### config.mk
export PLATFORM = sky130hd
export DESIGN_NAME = hid_report_descriptor_parser
export DESIGN_NICKNAME = d
export VERILOG_FILES = /design/src/rtl/core/hidrp_pkg.sv /design/src/rtl/core/hidrp_ctrl.sv /design/src/rtl/core/hidrp_dp.sv /design/src/rtl/core/hid_report_descriptor_parser.sv
export VERILOG_INCLUDE_DIRS = /design/src /design/src/rtl/core
export SDC_FILE = /design/constraint.sdc
export NUM_CORES = 2
export LEC_CHECK = 0
export ABC_AREA = 1
export BUFFER_PORTS_ARGS = -buffer_cell sky130_fd_sc_hd__clkbuf_2
export CAP_MARGIN = 20
export CORE_MARGIN = 2
export CORE_UTILIZATION = 45
export CTS_CLUSTER_DIAMETER = 120
export DETAILED_ROUTE_END_ITERATION = 10
export SLEW_MARGIN = 5
export SYNTH_ARGS = -nofsm -noshare
export SYNTH_HDL_FRONTEND = slang
export SYNTH_SLANG_ARGS = --single-unit
### constraint.sdc
create_clock -name clk -period 9 [get_ports clk]
set_clock_uncertainty 0.15 [all_clocks]
set_input_delay 0.9 -clock clk [delete_from_list [all_inputs] [get_ports clk]]
set_output_delay 0.9 -clock clk [all_outputs]
set_load 0.02 [all_outputs]
### src/rtl/core/assert_macros.svh
// Assertion macros for the parser RTL.
`ifndef ASSERT_MACROS_SVH
`define ASSERT_MACROS_SVH
`ifndef SYNTHESIS
`define ASSERT_IMPL(label, clk, rst_n, prop, msg) \
    label: assert property (@(posedge clk) disable iff (!rst_n) prop) else $error(msg);
`define ASSERT_NEVER(label, clk, rst_n, cond, msg) \
    label: assert property (@(posedge clk) disable iff (!rst_n) !(cond)) else $error(msg);
`else
`define ASSERT_IMPL(label, clk, rst_n, prop, msg)
`define ASSERT_NEVER(label, clk, rst_n, cond, msg)
`endif
`endif

### src/rtl/core/hidrp_pkg.sv
// Shared types and constants of the HID report descriptor parser.
`default_nettype none
package hidrp_pkg;
    localparam int STACK_DEPTH_DEF = 8;
    localparam int MAX_USAGES_DEF  = 16;

    localparam logic [7:0] LONG_HDR  = 8'hFE;
    localparam logic [7:0] SIZE_MASK = 8'h03;
    localparam logic [7:0] TYPE_MASK = 8'h0C;
    localparam logic [7:0] TAG_MASK  = 8'hF0;

    localparam logic [2:0] RK_USAGE = 3'd0;
    localparam logic [2:0] RK_RANGE = 3'd1;
    localparam logic [2:0] RK_COLL  = 3'd2;
    localparam logic [2:0] RK_ERROR = 3'd3;
    localparam logic [2:0] RK_END   = 3'd4;

    localparam logic [3:0] ST_OK       = 4'd0;
    localparam logic [3:0] ST_TRUNC    = 4'd1;
    localparam logic [3:0] ST_SIZE     = 4'd2;
    localparam logic [3:0] ST_COLL     = 4'd3;
    localparam logic [3:0] ST_STRAY    = 4'd4;
    localparam logic [3:0] ST_DELIM    = 4'd5;
    localparam logic [3:0] ST_STACK    = 4'd6;
    localparam logic [3:0] ST_USAGE    = 4'd7;
    localparam logic [3:0] ST_UNCLOSED = 4'd8;

    // controller -> datapath
    typedef struct packed {
        logic       load;      // take a new byte
        logic       emit_one;  // drain one record from the pending list
    } hidrp_cmd_t;

    // datapath -> controller
    typedef struct packed {
        logic       has_rec;   // records remain to be drained
        logic       last_rec;  // record on offer is the last of its byte
    } hidrp_sts_t;

    typedef struct packed {
        logic [2:0]  record_kind;
        logic [1:0]  report_kind;
        logic [7:0]  report_number;
        logic [31:0] field_count;
        logic [31:0] field_bits;
        logic [31:0] field_flags;
        logic [31:0] usage_value;
        logic [31:0] usage_upper;
        logic [31:0] collection_kind;
        logic [3:0]  status_code;
        logic        last_record;
    } hidrp_rec_t;
endpackage
`default_nettype wire

### src/rtl/core/hidrp_ctrl.sv
// Controller: accepts a byte, then drains its records one per cycle while out_ready is high.
`default_nettype none
`include "assert_macros.svh"
module hidrp_ctrl (
    input  wire                    clk,
    input  wire                    rst_n,
    input  wire                    in_valid,
    output logic                   in_ready,
    output logic                   out_valid,
    input  wire                    out_ready,
    output hidrp_pkg::hidrp_cmd_t  cmd,
    input  hidrp_pkg::hidrp_sts_t  sts
);
    import hidrp_pkg::*;

    localparam logic [1:0] S_IDLE  = 2'd0;
    localparam logic [1:0] S_PROC  = 2'd1;
    localparam logic [1:0] S_DRAIN = 2'd2;

    logic [1:0] state_reg, state_next;

    always_comb
    begin
        state_next   = state_reg;
        in_ready     = 1'b0;
        out_valid    = 1'b0;
        cmd.load     = 1'b0;
        cmd.emit_one = 1'b0;
        unique case (state_reg)
            S_IDLE:
            begin
                in_ready = 1'b1;
                if (in_valid)
                begin
                    cmd.load   = 1'b1;
                    state_next = S_PROC;
                end
            end
            S_PROC:
            begin
                state_next = sts.has_rec ? S_DRAIN : S_IDLE;
            end
            S_DRAIN:
            begin
                out_valid = 1'b1;
                if (out_ready)
                begin
                    cmd.emit_one = 1'b1;
                    if (sts.last_rec)
                        state_next = S_IDLE;
                end
            end
            default: state_next = S_IDLE;
        endcase
    end

    always_ff @(posedge clk or negedge rst_n)
    begin
        if (!rst_n)
            state_reg <= S_IDLE;
        else
            state_reg <= state_next;
    end

    `ASSERT_NEVER(a_no_ready_in_drain, clk, rst_n, in_ready && out_valid,
        "input taken while draining")
    `ASSERT_IMPL(a_load_leads_proc, clk, rst_n, cmd.load |=> (state_reg == S_PROC),
        "load did not start processing")
    `ASSERT_NEVER(a_bad_state, clk, rst_n, state_reg == 2'd3, "illegal state")
endmodule
`default_nettype wire

### src/rtl/core/hidrp_dp.sv
// Datapath: item assembly, global stack, local usages and record generation.
`default_nettype none
module hidrp_dp #(
    parameter int STACK_DEPTH = hidrp_pkg::STACK_DEPTH_DEF,
    parameter int MAX_USAGES  = hidrp_pkg::MAX_USAGES_DEF
) (
    input  wire                    clk,
    input  wire                    rst_n,
    input  wire  [7:0]             desc_byte,
    input  wire                    final_byte,
    input  hidrp_pkg::hidrp_cmd_t  cmd,
    output hidrp_pkg::hidrp_sts_t  sts,
    output hidrp_pkg::hidrp_rec_t  rec
);
    import hidrp_pkg::*;

    localparam int SW = (STACK_DEPTH > 1) ? $clog2(STACK_DEPTH) : 1;
    localparam int UW = (MAX_USAGES > 1) ? $clog2(MAX_USAGES) : 1;
    localparam int FW = $clog2(MAX_USAGES + 1);

    localparam logic [2:0] PH_HEADER = 3'd0;
    localparam logic [2:0] PH_SDATA  = 3'd1;
    localparam logic [2:0] PH_LSIZE  = 3'd2;
    localparam logic [2:0] PH_LTAG   = 3'd3;
    localparam logic [2:0] PH_LDATA  = 3'd4;
    localparam logic [1:0] DL_CLOSED = 2'd0;
    localparam logic [1:0] DL_FIRST  = 2'd1;
    localparam logic [1:0] DL_OTHERS = 2'd2;

    localparam logic [1:0] PK_NONE  = 2'd0;
    localparam logic [1:0] PK_LIST  = 2'd1;
    localparam logic [1:0] PK_ONE   = 2'd2;

    logic [2:0]  phase_reg;
    logic [7:0]  left_reg;
    logic [7:0]  hdr_reg;
    logic [31:0] acc_reg;
    logic [15:0] page_st [STACK_DEPTH];
    logic [31:0] size_st [STACK_DEPTH];
    logic [7:0]  id_st   [STACK_DEPTH];
    logic [31:0] cnt_st  [STACK_DEPTH];
    logic [SW-1:0] top_reg;
    logic [31:0] use_st [MAX_USAGES];
    logic [FW-1:0] fill_reg;
    logic [31:0] rlo_reg, rhi_reg;
    logic [1:0]  dl_reg;
    logic [15:0] depth_reg;
    logic        err_reg;
    logic        fin_reg;

    // pending record generation: kind of pending work, a template record and a list index
    logic [1:0]    pk_reg;
    hidrp_rec_t    tmpl_reg;
    logic          end_reg;    // an end/trunc record follows the list
    hidrp_rec_t    end_rec_reg;
    logic [FW-1:0] idx_reg;
    logic [FW-1:0] list_n_reg;
    logic          clr_reg;    // clear locals after drain

    // item decode happens on load from the incoming byte
    logic        done;
    logic [2:0]  ph_n;
    logic [7:0]  left_n, hdr_n;
    logic [31:0] acc_n;
    logic [1:0]  isz;
    logic [2:0]  ssz;

    function automatic logic [2:0] short_size(input logic [7:0] h);
        return ((h & SIZE_MASK) == 8'd3) ? 3'd4 : {1'b0, h[1:0]};
    endfunction

    always_comb
    begin
        done   = 1'b0;
        ph_n   = phase_reg;
        left_n = left_reg;
        hdr_n  = hdr_reg;
        acc_n  = acc_reg;
        isz    = 2'd0;
        ssz    = short_size(hdr_reg);
        unique case (phase_reg)
            PH_HEADER:
            begin
                hdr_n = desc_byte;
                acc_n = 32'd0;
                if (desc_byte == LONG_HDR)
                    ph_n = PH_LSIZE;
                else if (short_size(desc_byte) == 3'd0)
                    done = 1'b1;
                else
                begin
                    left_n = {5'd0, short_size(desc_byte)};
                    ph_n   = PH_SDATA;
                end
            end
            PH_SDATA:
            begin
                isz = 2'(ssz - left_reg[2:0]);
                acc_n = acc_reg | ({24'd0, desc_byte} << {isz, 3'd0});
                if (left_reg <= 8'd1)
                begin
                    left_n = 8'd0;
                    ph_n   = PH_HEADER;
                    done   = 1'b1;
                end
                else
                    left_n = left_reg - 8'd1;
            end
            PH_LSIZE:
            begin
                left_n = desc_byte;
                ph_n   = PH_LTAG;
            end
            PH_LTAG:  ph_n = (left_reg == 8'd0) ? PH_HEADER : PH_LDATA;
            PH_LDATA:
            begin
                if (left_reg <= 8'd1)
                begin
                    left_n = 8'd0;
                    ph_n   = PH_HEADER;
                end
                else
                    left_n = left_reg - 8'd1;
            end
            default: ph_n = PH_HEADER;
        endcase
    end

    // item execution (decoded item, not yet registered, in hdr_n/acc_n)
    logic [1:0]  ityp;
    logic [3:0]  itag;
    logic [2:0]  isize;
    logic [31:0] d;
    logic [31:0] uval;
    logic        raise;
    logic [3:0]  ecode;
    logic        push_op, pop_op, set_page, set_size, set_id, set_cnt;
    logic        add_use, set_lo, set_hi, clr_loc;
    logic [1:0]  dl_n;
    logic [15:0] depth_n;
    logic [1:0]  pk_n;
    hidrp_rec_t  tmpl_n;

    always_comb
    begin
        ityp  = hdr_n[3:2];
        itag  = hdr_n[7:4];
        isize = short_size(hdr_n);
        d     = acc_n;
        uval  = (isize == 3'd4) ? d : {page_st[top_reg], d[15:0]};
        raise = 1'b0;
        ecode = ST_OK;
        push_op = 1'b0; pop_op = 1'b0; set_page = 1'b0; set_size = 1'b0;
        set_id = 1'b0; set_cnt = 1'b0; add_use = 1'b0; set_lo = 1'b0; set_hi = 1'b0;
        clr_loc = 1'b0;
        dl_n    = dl_reg;
        depth_n = depth_reg;
        pk_n    = PK_NONE;
        tmpl_n  = '0;
        tmpl_n.report_number = id_st[top_reg];
        tmpl_n.field_count   = cnt_st[top_reg];
        tmpl_n.field_bits    = size_st[top_reg];
        tmpl_n.field_flags   = d;
        if (done)
        begin
            unique case (ityp)
                2'd0:
                begin
                    clr_loc = 1'b1;
                    if (itag == 4'd8 || itag == 4'd9 || itag == 4'd11)
                    begin
                        tmpl_n.report_kind = (itag == 4'd8) ? 2'd0 :
                                             (itag == 4'd9) ? 2'd1 : 2'd2;
                        if (fill_reg != '0)
                        begin
                            pk_n = PK_LIST;
                            tmpl_n.record_kind = RK_USAGE;
                        end
                        else if (rlo_reg != 0 || rhi_reg != 0 || !d[0])
                        begin
                            pk_n = PK_ONE;
                            tmpl_n.record_kind = RK_RANGE;
                            tmpl_n.usage_value = rlo_reg;
                            tmpl_n.usage_upper = rhi_reg;
                        end
                    end
                    else if (itag == 4'd10)
                    begin
                        if (depth_reg == 16'd0)
                        begin
                            if (fill_reg != FW'(1))
                            begin
                                raise = 1'b1; ecode = ST_COLL; clr_loc = 1'b0;
                            end
                            else
                            begin
                                pk_n = PK_ONE;
                                tmpl_n = '0;
                                tmpl_n.record_kind     = RK_COLL;
                                tmpl_n.usage_value     = use_st[0];
                                tmpl_n.collection_kind = d;
                            end
                        end
                        if (!raise && depth_reg != 16'hFFFF)
                            depth_n = depth_reg + 16'd1;
                    end
                    else if (itag == 4'd12)
                    begin
                        if (depth_reg == 16'd0)
                        begin
                            raise = 1'b1; ecode = ST_STRAY; clr_loc = 1'b0;
                        end
                        else
                            depth_n = depth_reg - 16'd1;
                    end
                end
                2'd1:
                begin
                    priority case (itag)
                        4'd0: if (isize > 3'd2) begin raise = 1'b1; ecode = ST_SIZE; end
                              else set_page = 1'b1;
                        4'd7: set_size = 1'b1;
                        4'd8: if (isize > 3'd1) begin raise = 1'b1; ecode = ST_SIZE; end
                              else set_id = 1'b1;
                        4'd9: set_cnt = 1'b1;
                        4'd10: if ({1'b0, top_reg} + 1 >= STACK_DEPTH)
                               begin raise = 1'b1; ecode = ST_STACK; end
                               else push_op = 1'b1;
                        4'd11: if (top_reg == '0) begin raise = 1'b1; ecode = ST_STACK; end
                               else pop_op = 1'b1;
                        default: ;
                    endcase
                end
                2'd2:
                begin
                    priority case (itag)
                        4'd0:
                        begin
                            if (dl_reg != DL_OTHERS)
                            begin
                                if (isize == 3'd0) begin raise = 1'b1; ecode = ST_SIZE; end
                                else if (fill_reg >= FW'(MAX_USAGES))
                                begin raise = 1'b1; ecode = ST_USAGE; end
                                else add_use = 1'b1;
                            end
                            if (!raise && dl_reg == DL_FIRST)
                                dl_n = DL_OTHERS;
                        end
                        4'd1: if (isize == 3'd0) begin raise = 1'b1; ecode = ST_SIZE; end
                              else set_lo = 1'b1;
                        4'd2: if (isize == 3'd0) begin raise = 1'b1; ecode = ST_SIZE; end
                              else set_hi = 1'b1;
                        4'd10:
                        begin
                            if (d == 32'd1)
                            begin
                                if (dl_reg != DL_CLOSED) begin raise = 1'b1; ecode = ST_DELIM; end
                                else dl_n = DL_FIRST;
                            end
                            else if (d == 32'd0)
                            begin
                                if (dl_reg == DL_CLOSED) begin raise = 1'b1; ecode = ST_DELIM; end
                                else dl_n = DL_CLOSED;
                            end
                        end
                        default: ;
                    endcase
                end
                default: ;
            endcase
        end
        if (raise)
        begin
            pk_n = PK_ONE;
            tmpl_n = '0;
            tmpl_n.record_kind = RK_ERROR;
            tmpl_n.status_code = ecode;
        end
    end

    // end-of-descriptor record
    logic       want_end;
    hidrp_rec_t end_n;
    always_comb
    begin
        want_end = final_byte && !raise;
        end_n = '0;
        if (ph_n != PH_HEADER)
        begin
            end_n.record_kind = RK_ERROR;
            end_n.status_code = ST_TRUNC;
        end
        else
        begin
            end_n.record_kind = RK_END;
            end_n.status_code = (depth_n != 16'd0) ? ST_UNCLOSED : ST_OK;
        end
    end

    // drain side
    logic list_more;
    always_comb
    begin
        list_more = (pk_reg == PK_LIST) && (idx_reg + FW'(1) < list_n_reg);
        rec = tmpl_reg;
        if (pk_reg == PK_LIST)
            rec.usage_value = use_st[idx_reg[UW-1:0]];
        rec.last_record = 1'b0;
        if (pk_reg == PK_NONE)
            rec = end_rec_reg;
        if ((pk_reg == PK_NONE) || (!list_more && !end_reg))
            rec.last_record = 1'b1;
        sts.has_rec  = (pk_reg != PK_NONE) || end_reg;
        sts.last_rec = rec.last_record;
    end

    logic do_exec;
    assign do_exec = cmd.load && !err_reg;

    always_ff @(posedge clk or negedge rst_n)
    begin
        if (!rst_n)
        begin
            phase_reg <= PH_HEADER;
            left_reg  <= 8'd0;
            hdr_reg   <= 8'd0;
            acc_reg   <= 32'd0;
            top_reg   <= '0;
            fill_reg  <= '0;
            rlo_reg   <= 32'd0;
            rhi_reg   <= 32'd0;
            dl_reg    <= DL_CLOSED;
            depth_reg <= 16'd0;
            err_reg   <= 1'b0;
            fin_reg   <= 1'b0;
            pk_reg    <= PK_NONE;
            end_reg   <= 1'b0;
            idx_reg   <= '0;
            list_n_reg <= '0;
            clr_reg   <= 1'b0;
        end
        else if (cmd.load)
        begin
            fin_reg <= final_byte;
            idx_reg <= '0;
            if (do_exec)
            begin
                phase_reg <= ph_n;
                left_reg  <= left_n;
                hdr_reg   <= hdr_n;
                acc_reg   <= acc_n;
                pk_reg    <= pk_n;
                end_reg   <= want_end;
                list_n_reg <= fill_reg;
                if (push_op) top_reg <= top_reg + SW'(1);
                if (pop_op)  top_reg <= top_reg - SW'(1);
                if (add_use) fill_reg <= fill_reg + FW'(1);
                if (set_lo)  rlo_reg <= uval;
                if (set_hi)  rhi_reg <= uval;
                clr_reg   <= clr_loc;
                dl_reg    <= dl_n;
                depth_reg <= depth_n;
                if (raise) err_reg <= 1'b1;
            end
            else
            begin
                pk_reg  <= PK_NONE;
                end_reg <= 1'b0;
                clr_reg <= 1'b0;
            end
        end
        else if (cmd.emit_one || (!sts.has_rec))
        begin
            // advance drain; after last record apply deferred clears/reset
            if (cmd.emit_one && list_more)
                idx_reg <= idx_reg + FW'(1);
            else if (cmd.emit_one && pk_reg != PK_NONE)
                pk_reg <= PK_NONE;
            else if (cmd.emit_one)
                end_reg <= 1'b0;
            if (!sts.has_rec || (cmd.emit_one && rec.last_record))
            begin
                if (clr_reg)
                begin
                    fill_reg <= '0;
                    rlo_reg  <= 32'd0;
                    rhi_reg  <= 32'd0;
                    clr_reg  <= 1'b0;
                end
                if (fin_reg)
                begin
                    phase_reg <= PH_HEADER;
                    left_reg  <= 8'd0;
                    hdr_reg   <= 8'd0;
                    acc_reg   <= 32'd0;
                    top_reg   <= '0;
                    fill_reg  <= '0;
                    rlo_reg   <= 32'd0;
                    rhi_reg   <= 32'd0;
                    dl_reg    <= DL_CLOSED;
                    depth_reg <= 16'd0;
                    err_reg   <= 1'b0;
                    fin_reg   <= 1'b0;
                end
            end
        end
    end

    // payload stores
    always_ff @(posedge clk)
    begin
        if (do_exec)
        begin
            tmpl_reg    <= tmpl_n;
            end_rec_reg <= end_n;
            if (set_page) page_st[top_reg] <= d[15:0];
            if (set_size) size_st[top_reg] <= d;
            if (set_id)   id_st[top_reg]   <= d[7:0];
            if (set_cnt)  cnt_st[top_reg]  <= d;
            if (push_op)
            begin
                page_st[top_reg + SW'(1)] <= page_st[top_reg];
                size_st[top_reg + SW'(1)] <= size_st[top_reg];
                id_st[top_reg + SW'(1)]   <= id_st[top_reg];
                cnt_st[top_reg + SW'(1)]  <= cnt_st[top_reg];
            end
            if (add_use) use_st[fill_reg[UW-1:0]] <= uval;
        end
        if (!rst_n || (!cmd.load && fin_reg && (!sts.has_rec ||
            (cmd.emit_one && rec.last_record))))
        begin
            page_st[0] <= 16'd0;
            size_st[0] <= 32'd0;
            id_st[0]   <= 8'd0;
            cnt_st[0]  <= 32'd0;
        end
    end
endmodule
`default_nettype wire

### src/rtl/core/hid_report_descriptor_parser.sv
// Top level of the HID report descriptor parser.
// Usage:
//  - s_axis carries one descriptor byte per beat: tdata = desc_byte, tlast = final_byte.
//  - m_axis carries result records; tlast marks the last record of a byte.
//  - Each byte is accepted and then decoded; a byte with records then holds
//    off the input until they drain, one record per cycle while m_axis_tready is high.
//    Main items drain the usage list one entry per cycle from the usage store.
//  - A stalled receiver holds the current record; no input is taken meanwhile.
//  - Reset clears the parse state and global stack entry 0; the last byte of a
//    descriptor also returns all state to reset after its records drain.
//  - After an error record, bytes up to tlast are taken and give no records.
//  m_axis_tdata fields, low bit up: record_kind[2:0], report_kind[1:0],
//  report_number[7:0], field_count, field_bits, field_flags, usage_value,
//  usage_upper, collection_kind, status_code[3:0], zero fill to 216 bits.
`default_nettype none
module hid_report_descriptor_parser #(
    parameter int STACK_DEPTH = hidrp_pkg::STACK_DEPTH_DEF,
    parameter int MAX_USAGES  = hidrp_pkg::MAX_USAGES_DEF
) (
    input  wire          clk,
    input  wire          rst_n,
    input  wire          s_axis_tvalid,
    output logic         s_axis_tready,
    input  wire  [7:0]   s_axis_tdata,   // desc_byte[7:0]
    input  wire          s_axis_tlast,   // final_byte
    output logic         m_axis_tvalid,
    input  wire          m_axis_tready,
    output logic [215:0] m_axis_tdata,   // see field list above
    output logic         m_axis_tlast    // last_record
);
    import hidrp_pkg::*;

    hidrp_cmd_t cmd;
    hidrp_sts_t sts;
    hidrp_rec_t rec;

    hidrp_ctrl u_ctrl (
        .clk       (clk),
        .rst_n     (rst_n),
        .in_valid  (s_axis_tvalid),
        .in_ready  (s_axis_tready),
        .out_valid (m_axis_tvalid),
        .out_ready (m_axis_tready),
        .cmd       (cmd),
        .sts       (sts)
    );

    hidrp_dp #(
        .STACK_DEPTH (STACK_DEPTH),
        .MAX_USAGES  (MAX_USAGES)
    ) u_dp (
        .clk        (clk),
        .rst_n      (rst_n),
        .desc_byte  (s_axis_tdata),
        .final_byte (s_axis_tlast),
        .cmd        (cmd),
        .sts        (sts),
        .rec        (rec)
    );

    assign m_axis_tdata = {7'd0, rec.status_code, rec.collection_kind, rec.usage_upper,
                           rec.usage_value, rec.field_flags, rec.field_bits,
                           rec.field_count, rec.report_number, rec.report_kind,
                           rec.record_kind};
    assign m_axis_tlast = rec.last_record;
endmodule
`default_nettype wire

### After elaboration in Yosys (flattened, before gate mapping)

Memories as Yosys holds them, arrays and structs flattened.
Index checks and enable logic that the tools add are counted.

* input port bits: 13
* bits in writable memories: 1216
* output and inout bits: 219
* memory bits (read-only): 0
* word-level logic and storage cells: 457
* bits in latches: 0
* memories: 5
* bits in registers: 375

* $mul: 0
* bitwise operators: 5
* shifts and indexed selects: 1
* mux-type cells: 274
* equality and inequality tests: 48
* div/mod/pow operators: 0
* add/sub/neg operators: 9
* order comparisons: 6
* reductions and logical operators: 78

Memory list
* u_dp.use_st: words 16, width 32, read ports 2, clocked after memory_dff 0, wr ports 1, RTL line hidrp_dp.sv:43 `logic [31:0] use_st [MAX_USAGES];`
* u_dp.cnt_st: words 8, width 32, read ports 1, clocked after memory_dff 0, wr ports 2, RTL line hidrp_dp.sv:41 `logic [31:0] cnt_st [STACK_DEPTH];`
* u_dp.size_st: words 8, width 32, read ports 1, clocked after memory_dff 0, wr ports 2, RTL line hidrp_dp.sv:39 `logic [31:0] size_st [STACK_DEPTH];`
* u_dp.page_st: words 8, width 16, read ports 1, clocked after memory_dff 0, wr ports 2, RTL line hidrp_dp.sv:38 `logic [15:0] page_st [STACK_DEPTH];`
* u_dp.id_st: words 8, width 8, read ports 1, clocked after memory_dff 0, wr ports 2, RTL line hidrp_dp.sv:40 `logic [7:0] id_st [STACK_DEPTH];`

Operators with widths (count)
* 2-to-1 mux 210 bit: 3
* 2-to-1 mux 209 bit: 3
* 2-to-1 mux 32 bit: 19
* 2-to-1 mux 16 bit: 13
* 2-to-1 mux 64 bit: 3
* 2-to-1 mux 1 bit: 121
* 2-to-1 mux 104 bit: 1
* 2-to-1 mux 8 bit: 12
* 2-to-1 mux 3 bit: 27
* 2-to-1 mux 2 bit: 37
* one-hot mux 32 bit (2 select lines): 1
* nonzero test 32 bit: 2
* OR reduction 32 bit: 2
* 2-to-1 mux 5 bit: 12
* 2-to-1 mux 4 bit: 10
* 2-to-1 mux 37 bit: 1
* == test 32 x 1 -> 1 bit, second input constant: 1
* >= comparator 32 x 4 -> 1 bit, second input constant: 1
* logical NOT 32 bit: 1
* bitwise OR 32 bit: 1
* << shifter 8 x 5 -> 32 bit: 1
* AND reduction 5 bit: 5
* one-hot mux 4 bit (3 select lines): 2
* one-hot mux 8 bit (3 select lines): 1
* 59 further kinds: 141

### Depth between registers and ports, before layout

* depth in word-level cells: 18
* mapped depth: 26
* depth with buffers taken out: 23

### Hierarchy

Synthesis repeated with hierarchy kept, for this count alone.

* cells, all modules: 6142
* area, all modules: 67385.9 um2

Modules (own cells, without submodules)
* hidrp_dp: area an instance 67225.7 um2, cells each 6121, sequential area each 45899.0 um2, instances 1
* hidrp_ctrl: area an instance 103.8 um2, cells each 13, sequential area each 50.0 um2, instances 1
* hid_report_descriptor_parser: area an instance 56.3 um2, cells each 8, sequential area each 0.0 um2, instances 1

### Least setup slack after synthesis

OpenSTA, ideal clock, no wires.

* path type: input -> register
* from: input port s_axis_tvalid
* to: register u_dp.end_rec_reg[1] in the netlist's numbering, enable pin
* path buffers: 2
* slack: 0.761 ns
* setup time: 0.658 ns
* arrival: 7.431 ns
* data required time: 8.192 ns
* cell stages on the path: 4
* cell sequence: nand2_1 > nor2_1 > clkbuf_1 > clkbuf_1

* longest elaborated chain between the ends: 3

Ends and longest elaborated chain
* start: declaration: RTL line hid_report_descriptor_parser.sv:22 `input wire s_axis_tvalid,`
* 2-to-1 mux 1 bit: RTL line hidrp_ctrl.sv:33 `if (in_valid)`
* 2-to-1 mux 1 bit: RTL line hidrp_ctrl.sv:29 `unique case (state_reg)`
* logical AND 1 bit: RTL line hidrp_dp.sv:318 `assign do_exec = cmd.load && !err_reg;`
* via u_dp.do_exec: RTL line hidrp_dp.sv:317 `logic do_exec;`
* end signal: assignment: RTL line hidrp_dp.sv:415 `end_rec_reg <= end_n;`
* end: declaration: RTL line hidrp_dp.sv:55 `hidrp_rec_t end_rec_reg;`

The timed path passes the listed nets, and every way through them passes these cells.
A chain may end at the register's enable or synchronous reset.

### Worst setup path in the final report

* from: register u_dp.idx_reg[1]
* to: output port m_axis_tdata[121]

* longest elaborated chain between the ends: 3

Ends and longest elaborated chain
* start: declaration: RTL line hidrp_dp.sv:56 `logic [FW-1:0] idx_reg;`
* start signal: assignment: RTL line hidrp_dp.sv:376 `idx_reg <= idx_reg + FW'(1);`
* memory read (16 x 32 bit)
* 2-to-1 mux 32 bit: RTL line hidrp_dp.sv:306 `if (pk_reg == PK_LIST)`
* 2-to-1 mux 210 bit: RTL line hidrp_dp.sv:309 `if (pk_reg == PK_NONE)`
* end: declaration: RTL line hid_report_descriptor_parser.sv:28 `output logic [215:0] m_axis_tdata,`

Every way passes these cells.

==> impl_metrics.toml <==
[status]
outcome = "completed"

[worst_setup_path]
worstReg2RegEnd = "u_dp.size_st[5][17]"
path_cells = "inv_2 -> buf_4 -> o21ai_0 -> o221ai_1 -> o21ai_0 -> nand2_1 -> o211ai_1 -> nand2_1 -> clkbuf_2"
slowest_delay_ns = 0.83
endpoint_kind = "output port"
cp_top_family = "buffers and inverters"
cp.arrival_ns = 4.39
critPathLaunchType = "register"
reg2reg_from = "u_dp.top_reg[1]"
reg2reg_depth = 9
setup.worst_path.class = "register to output port"
required_ns = 7.95
reg2reg_slack_ns = 3.91
cp_max_fo = 58
path_buf_inv = 3
slowest_stage = "inv_2"
crit_path_start = "u_dp.idx_reg[1]"

[hold_path]
hold_depth = 3
hp-class = "input port to register"
hold_end = "u_dp.fin_reg"
hold_start = "s_axis_tlast"

[route]
wirelength_um = 202000
first_pass_iters = 6
wl_per_cell_um = 23.4
vias = 48700
drt-initial-drc-count = 5178
viasPerCell = 5.65
ant_nets = 0
drc_errors = 0

[floorplanning]
core_sq_mm = 0.150
row_count = 142
die-area_sq_mm = 0.153
start_util_pct = 45.2
die_w_um = 392
pin_count = 232
die_h_um = 392

[placed_design]
dp_hpwl_um = 121000
portBuffers = 224
gp_congestion = 0.908
dpl.cell_count = 8323

[clock_tree]
cts_resized = 0
postCtsSetupBuffers = 0
cts_made_buffers = 164
cts_tree = "yes"
h-tree-depth = 4
insertion_delay_ns = 0.80
ctsHoldBuffers = 1
cts-root-buf = "clkbuf_16"
clk_path_buf_depth = 3
cts.clk_slew.worst_paths_ns = 0.06
cts.sinks = 1586

[logic_synthesis]
yosys.cell_types.count = 52
syn_area_per_cell_sq_um = 10.6
synth_flop_cell = "edfxtp_1"
mappedNetlistArea_sq_mm = 0.0676
synth_edf_count = 1339
netlist_instances = 6369
async_reset_ff_share_pct = 10.0
ys_seq_elements = 1586
synth_compound_area_share_pct = 12.6
ys_warn_count = 0
yosysSeqAreaShare_pct = 68.0
synthAdderAreaFrac_pct = 0.315
synth-simple-area-share_pct = 13.2
synth_top_family_by_area = "simple AND/OR/NAND/NOR gates"
yosys-mux-area-fraction_pct = 0.167
synth_xor_xnor_area_share_pct = 0.283

[finish]
largest_reg_flops = 512
final_net_count = 6505
final_cells = 8631
layout-drive-gt1-share_pct = 10.1
final_util_pct = 50.9
area_delta_synth_final_pct = 12.5

[timing]
max_freq_ghz = 0.184
finalCriticalPeriod_ns = 5.44
setup_tns_ns = 0
rsz0062_at_grt = "false"
hold_violations = 0
slew_headroom_pct = 26.3
post-route-period-util_pct = 60.5
worst-slew-pin-transition_ns = 1.10
setup_viol = 0
slew_violations = 0

[global_route]
overflow = 0
grt_max_degree = 187
grt_pass1_vias = 46100
grt_util_all_layers_pct = 26.1
antenna_found_initial = 16
grt_pass1_wl_um = 299000

[job]
drv_cap = 0

[power]
powerDensity_mw_per_mm2 = 294
leakage_uw = 0.0286
peakVddDrop_mv = 0.165
## layer usage
layer | global-route usage (%) | share of wire (%) | up-vias
met1 | 35.7 | 41 | 24100
met2 | 42.0 | 47 | 1974
li1 | - | - | 22300
met5 | 0 | 0.034 | -
met3 | 4.65 | 8.2 | 324
met4 | 9.15 | 3.3 | 10
## metrics by stage
step                      hold WS [ns]  power [uW]  area (sq um)  worst slack [ns]
after floorplan                  0.292       13500         67600             0.761
after global placement           0.310       15700         70800              4.01
after detailed placement         0.318       15800         70800              3.97
after CTS                        0.207       22400         76000              3.55
after global routing             0.220       23400         76100              3.33
final                            0.225       22400         76100              3.56
## cells in the final DEF, fill, tap and decap left out, types with 32 or more instances in the layout
| cell type | netlist | final |
|---|---|---|
| clkbuf_2 | 0 | 223 |
| clkbuf_1 | 309 | 51 |
| dfrtp_1 | 159 | 152 |
| dfxtp_1 | 88 | 88 |
| a21oi_1 | 81 | 79 |
| nand3_1 | 89 | 88 |
| nor2_4 | 5 | 37 |
| nand2_1 | 814 | 813 |
| o21ai_0 | 980 | 973 |
| nor2_1 | 1244 | 1212 |
| o221ai_1 | 74 | 74 |
| clkbuf_16 | 0 | 169 |
| o21ai_1 | 45 | 52 |
| o22ai_1 | 259 | 259 |
| buf_4 | 19 | 104 |
| inv_1 | 538 | 530 |
| edfxtp_1 | 1339 | 1339 |
| nand4_1 | 32 | 32 |
## power breakdown
part / switching, uW / internal (uW)
clock network: 2840 / 3840
registers: 306 / 9330
logic: 4740 / 1330
## Yosys cell counts (7+ instances only)
| master | number | share of area [%] |
|---|---|---|
| o21ai_1 | 45 | 0.33 |
| nor3_1 | 25 | 0.19 |
| nor2_2 | 16 | 0.15 |
| inv_1 | 538 | 3.0 |
| buf_2 | 23 | 0.17 |
| nor4_1 | 21 | 0.19 |
| xor2_1 | 18 | 0.23 |
| o21ai_0 | 980 | 7.3 |
| nor2_1 | 1244 | 6.9 |
| buf_4 | 19 | 0.21 |
| ha_1 | 17 | 0.31 |
| a21oi_1 | 81 | 0.60 |
| inv_2 | 7 | 0.039 |
| a32o_1 | 22 | 0.33 |
| nand4_1 | 32 | 0.30 |
| nand2_1 | 814 | 4.5 |
| edfxtp_1 | 1339 | 59 |
| buf_1 | 41 | 0.23 |
| dfrtp_1 | 159 | 5.9 |
| o22ai_1 | 259 | 2.4 |
| a31oi_1 | 25 | 0.23 |
| dfxtp_1 | 88 | 2.6 |
| clkbuf_1 | 309 | 1.7 |
| o211ai_1 | 14 | 0.16 |
| o221ai_1 | 74 | 0.96 |
| nand3_1 | 89 | 0.66 |
| mux2_2 | 10 | 0.17 |
## worst min-delay path: stages
cell and delay [ns]:
clkbuf_2 0.11, nand2_1 0.06, nand2_1 0.05
## layout make-up
class | count | area, sq um
Antenna cell | 6 | 15.0
Clock buffer | 232 | 4590
Clock inverter | 68 | 644
Fill cell | 13500 | 73500
Inverter | 549 | 2080
Multi-Input combinational cell | 3842 | 18300
Sequential cell | 1586 | 46000
Tap cell | 2016 | 2520
Timing Repair Buffer | 332 | 1980
## worst max path at each step
| stage | end | slack (ns) | depth (start not counted) |
|---|---|---|---|
| after CTS | m_axis_tdata[121] | 3.55 | 9 |
| final | m_axis_tdata[121] | 3.56 | 9 |
| after floorplan | u_dp.end_rec_reg[1] | 0.76 | 4 |
| after detailed placement | u_dp.size_st[5][18] | 3.97 | 8 |
| after global routing | m_axis_tdata[121] | 3.33 | 9 |
| after global placement | u_dp.size_st[5][18] | 4.01 | 8 |
## kinds of logic after synthesis
group           Yosys count
compound gates         1528
xor+xnor                 21
fa+ha+maj                17
buf+inv                 947
flops                  1586
mux                      10
other cells               1
simple gates           2259
Power figures use the tool's default switching activity.
